$ cat src/tfcc_pkg.sv
package tfcc_pkg;

  localparam logic [15:0] CRC_POLY_REFL = 16'hA001;

  // configuration register indexes
  typedef enum logic [1:0] {
    CFG_CHECK_OFFSET = 2'd0,
    CFG_FRAME_LENGTH = 2'd1
  } tfcc_cfg_index_t;

  localparam logic [7:0] CHECK_OFFSET_RESET = 8'd10;
  localparam logic [7:0] FRAME_LENGTH_RESET = 8'd112;

  // what the back end does with a byte
  typedef enum logic [1:0] {
    KIND_CRC  = 2'd0,
    KIND_HIGH = 2'd1,
    KIND_LOW  = 2'd2
  } tfcc_kind_t;

  typedef struct packed {
    logic [7:0] check_offset;
    logic [7:0] frame_length;
  } tfcc_cfg_t;

  typedef struct packed {
    logic [7:0] data;
    tfcc_kind_t kind;
    logic       restart;
    logic       last;
  } tfcc_entry_t;

  typedef struct packed {
    logic full;
    logic empty;
  } tfcc_queue_status_t;

  // one table entry of the reflected crc, eight shift steps on a narrow value
  function automatic logic [15:0] crc_byte_term(input logic [7:0] idx);
    logic [15:0] t;
    t = {8'd0, idx};
    for (int k = 0; k < 8; k++) begin
      if (t[0]) begin
        t = (t >> 1) ^ CRC_POLY_REFL;
      end else begin
        t = t >> 1;
      end
    end
    return t;
  endfunction

endpackage

$ cat src/tfcc_back.sv
module tfcc_back (
  input  logic                  clk,
  input  logic                  rst,
  input  tfcc_pkg::tfcc_entry_t entry,
  input  logic                  entry_valid,
  output logic                  pop,
  output logic                  result_valid,
  input  logic                  result_stall,
  output logic [15:0]           crc_value,
  output logic                  check_pass
);
  import tfcc_pkg::*;

  logic [15:0] crc_acc;
  logic [7:0]  stored_high;
  logic [7:0]  stored_low;
  logic [15:0] crc_base;
  logic [15:0] crc_next;
  logic [7:0]  stored_high_next;
  logic [7:0]  stored_low_next;
  logic        pass_next;

  assign pop = entry_valid && (!result_valid || !result_stall);

  always_comb begin
    crc_base         = entry.restart ? 16'd0 : crc_acc;
    stored_high_next = entry.restart ? 8'd0 : stored_high;
    stored_low_next  = entry.restart ? 8'd0 : stored_low;
    crc_next         = crc_base;
    case (entry.kind)
      KIND_HIGH: stored_high_next = entry.data;
      KIND_LOW:  stored_low_next  = entry.data;
      default:   crc_next = {8'd0, crc_base[15:8]} ^ crc_byte_term(crc_base[7:0] ^ entry.data);
    endcase
    pass_next = ({stored_high_next, stored_low_next} == crc_next);
  end

  always_ff @(posedge clk) begin
    if (rst) begin
      crc_acc     <= 16'd0;
      stored_high <= 8'd0;
      stored_low  <= 8'd0;
    end else if (pop) begin
      if (entry.last) begin
        crc_acc     <= 16'd0;
        stored_high <= 8'd0;
        stored_low  <= 8'd0;
      end else begin
        crc_acc     <= crc_next;
        stored_high <= stored_high_next;
        stored_low  <= stored_low_next;
      end
    end
  end

  always_ff @(posedge clk) begin
    if (rst) begin
      result_valid <= 1'b0;
    end else if (pop && entry.last) begin
      result_valid <= 1'b1;
    end else if (!result_stall) begin
      result_valid <= 1'b0;
    end
  end

  always_ff @(posedge clk) begin
    if (pop && entry.last) begin
      crc_value  <= crc_next;
      check_pass <= pass_next;
    end
  end

endmodule

$ cat config.mk
export PLATFORM = sky130hd
export DESIGN_NAME = tfcc_back
export DESIGN_NICKNAME = d
export VERILOG_FILES = /design/src/tfcc_pkg.sv /design/src/tfcc_back.sv
export SDC_FILE = /design/constraint.sdc
export NUM_CORES = 1
export LEC_CHECK = 0
export CAP_MARGIN = 20
export CORE_ASPECT_RATIO = 1.4
export CORE_MARGIN = 1
export CORE_UTILIZATION = 50
export CTS_BUF_LIST = sky130_fd_sc_hd__clkbuf_16
export CTS_CLUSTER_DIAMETER = 40
export DETAILED_ROUTE_END_ITERATION = 10
export DONT_BUFFER_PORTS = 1
export GPL_ROUTABILITY_DRIVEN = 0
export GPL_TIMING_DRIVEN = 0
export HOLD_SLACK_MARGIN = 0.15
export PLACE_DENSITY = 0.68
export SETUP_SLACK_MARGIN = 0.2
export SLEW_MARGIN = 15
export SYNTH_ARGS = -nofsm -noshare
export SYNTH_HDL_FRONTEND = slang
export SYNTH_SLANG_ARGS = --single-unit
$ cat constraint.sdc
create_clock -name clk -period 2.3 [get_ports clk]
set_input_delay 0 -clock clk [delete_from_list [all_inputs] [get_ports clk]]
set_output_delay 0 -clock clk [all_outputs]
set_load 0.01 [all_outputs]
==> results.md <==
- CP peak stage delay: 0.58 ns
- Row Count: 31
- Via/cell ratio: slightly above 6
- Worst-Margin Slew: 0.578 ns
- Most common flop cell mapped by yosys: dfxtp_1
- RSZ-0062 raised after global routing: yes
- Fin crit period: between 2 and 2.5 ns
- Worst hold path endpoint: stored_low[4]
- Hold Crit Start: entry[8]
- Post-synth EDFFs: 17
- Crit-path cells: xnor2_1, o21a_1, or4_4, a22oi_4, nand4b_1, o211ai_4, xnor2_1, nor4_2
- Via count: about 2400
- Reg-to-reg slack, setup: -0.01 ns
- Mapped Cells: between 300 and 400
- Placed inst area: around 2900 µm²
- Initial Util: 0.529
- Die Span Y: 90.1 µm
- Final worst-path cycle share: 1.01
- Placed Cells: 375
- WHS: 0.165 ns
- Sequential share of power: 0.421
- Drt first-iter violations: 127
- Violated checks: setup timing
- PortBufs: 0
- Slew Viols, Final: 0
- DRC violations left: 0
- Die width: 64.9 µm
- Final setup violating endpoints: 1
- Status: complete, but fails checks
- RR Endpoint: check_pass
- Crit-path slowest cell: or4_4
- Ant diodes: 0
- CTS root buffer: clkbuf_16
- Synth Cell Area: 2770 µm²
- Power Density: slightly above 700 nW/µm²
- Leakage: 1.12 nW
- Kind of critical path: reg -> reg
- Switching Power: 0.587 mW
- Most common cell in the netlist: nor2_1
- Cells on worst reg2reg path: 8
- ANT nets after route: 0
- Clock skew: roughly 0.0026 ns
- Leading post-synthesis cells by cell area: dfxtp_1, edfxtp_1, xnor2_1
- Critical Path AT: 2.43 ns
- Worst endpoint required time: 2.42 ns
- GRT Util Overall: 0.264
- Most frequent CP cell: xnor2_1
- Vias in the first global route: approximately 2400
- TritonCTS Buffers: 5
- Min-Delay Path Class: in -> reg
- Seq/Total Area, Yosys: 0.423
- Top cell type's share of synthesized area: 0.238
- Ys async rst share: 0
- Pre-antenna DRT Iters: 4
- H-tree levels: 2
- Post-route insts no fill: 398
- Clock Tree Buf Depth: 2
- Max_cap viols: 0
- Worst-path clk slew: 0.06 ns
- Wirelength, routed: 7350 µm
- Max-slew headroom: 0.614
- CTS tree: built
- Setup WS pre-CTS: -0.296 ns
- Global-route wire length before repair: 11800 µm
- Synthesis-to-layout area growth: 17.7%
- GRT overflow: 0
- Share of cells above drive strength 1: 0.120
- Gate power share: 0.177
- Finished Cell Area: 3260 µm²
- Die ar.: 5850 µm²
- Critical path endpoint category: register
- Buf+Inv Stages, Crit Path: 0
- Final hold vios: 0
- Setup ws final: -0.0146 ns
- Syn nets: 327
- # fillers: around 450
- Nets@finish: 349
- Detailed placer's ending HPWL: 5090 µm
- Hold Path Stages: 3
- Design Power: 2.32 mW
- VDD IR max: around 0.47 mV
- Pint: 1.74 mW
- I/O pin count: 35
- Commonest cells in the netlist: nor2_1, dfxtp_1, a21oi_1
- Avg Inst Size Synth: 8.97 µm²
- Clock sink count: 50
- Clk_lat worst skew: roughly 0.29 ns
- Family with the most delay on the worst path: simple AND/OR/NAND/NOR gates
- Initial antenna violation count: 0
- Synth unique cells: 47
- Largest net degree at the start of global routing: 18
- Number of warnings issued by yosys: 0
- Core ar.: 5240 µm²
- Clock group share of total power: 0.402
- Setup crit start kind: register
- Worst r2r src: crc_acc[3]
- Critical Path Fanout Max: 4
- Yosys top cell by area: dfxtp_1
- Fmax: 432 MHz
- #FFs+latches synth: 50
- Sw Ratio: 0.253
- Wire length per cell: 18.5 µm
## metal layers
layer,routed length [µm],track usage,up-vias
li1,-,-,1149
met1,3020,0.306,1155
met2,3730,0.451,79
met3,347,0.0533,22
met4,250,0.128,0
met5,0,0,-
## area by class of cell
type,count,area (µm²),area share
Tap cell,66,82.6,0.0253
Multi-Input combinational cell,228,1520,0.465
Buffer,24,103,0.0315
Inverter,7,30.0,0.00921
Clock inverter,3,63.8,0.0196
Sequential cell,50,1180,0.362
Clock buffer,5,125,0.0384
Timing Repair Buffer,15,160,0.0491
## state kept, by name, summed over array words and instances, names as in the netlist
name,count
result_valid,1
check_pass,1
stored_low,8
stored_high,8
crc_acc,16
crc_value,16
## worst max path at each step
stage	start	to	slack [ns]	cells after the start
floorplan	crc_acc[4]	check_pass	0.15	8
detailed placement	entry[2]	check_pass	-0.30	11
CTS	crc_acc[4]	check_pass	0.01	8
global route	crc_acc[3]	check_pass	-0.07	8
finish	crc_acc[3]	check_pass	-0.01	8
global placement	entry[2]	check_pass	-0.31	11
## timing repair
item / CTS / global route
setup buffers: 0 / 1
pin swaps: 0 / 3
hold endpoints to repair: 17 / 0
hold buffers: 14 / 0
setup endpoints to repair: 4 / 24
resized for setup: 3 / 11
## power groups by stage
stage	sequential, mW	combinational [mW]	clock, mW
floorplan	0.994	0.285	0
global placement	0.998	0.358	0
detailed placement	0.999	0.362	0
CTS	0.979	0.389	0.947
global route	0.982	0.444	0.977
finish	0.979	0.411	0.934
## logic make-up after synthesis
| logic type | count (synthesis) | synth area share |
|---|---|---|
| flip-flops | 50 | 0.423 |
| XOR/XNOR | 36 | 0.114 |
| adder cells (fa/ha/maj) | 2 | 0.00903 |
| buffers and inverters | 31 | 0.0451 |
| AND/OR/NAND/NOR | 107 | 0.200 |
| multiplexers | 5 | 0.0181 |
| AO/OA/AOI/OAI | 78 | 0.192 |
## cell usage in the layout, fill, tap and decap left out, types with 6 or more instances in the layout
master	netlist	routed
nor3_1	9	9
inv_1	7	6
xnor2_1	27	26
dfxtp_1	33	26
a22oi_1	21	20
nor2_1	35	35
nand2_1	20	20
buf_2	7	8
edfxtp_1	17	17
clkbuf_1	13	11
dfxtp_2	0	7
or3_1	10	10
nor3b_1	11	11
xor2_1	9	9
dlygate4sd3_1	0	14
a21oi_1	28	28
## worst register-to-register path, cell delays in order, from the launching register on
cell and delay [ns]:
dfxtp_2 0.35, xnor2_1 0.15, o21a_1 0.21, or4_4 0.58
a22oi_4 0.22, nand4b_1 0.18, o211ai_4 0.10, xnor2_1 0.15
nor4_2 0.21
## metrics by stage
stage                util  TNS [ns]
finish              0.623   -0.0146
global placement    0.549    -0.313
detailed placement  0.549    -0.296
floorplan               -         0
global route        0.623   -0.0653
CTS                 0.614         0
Note: power is estimated with default switching activity, not from simulation.
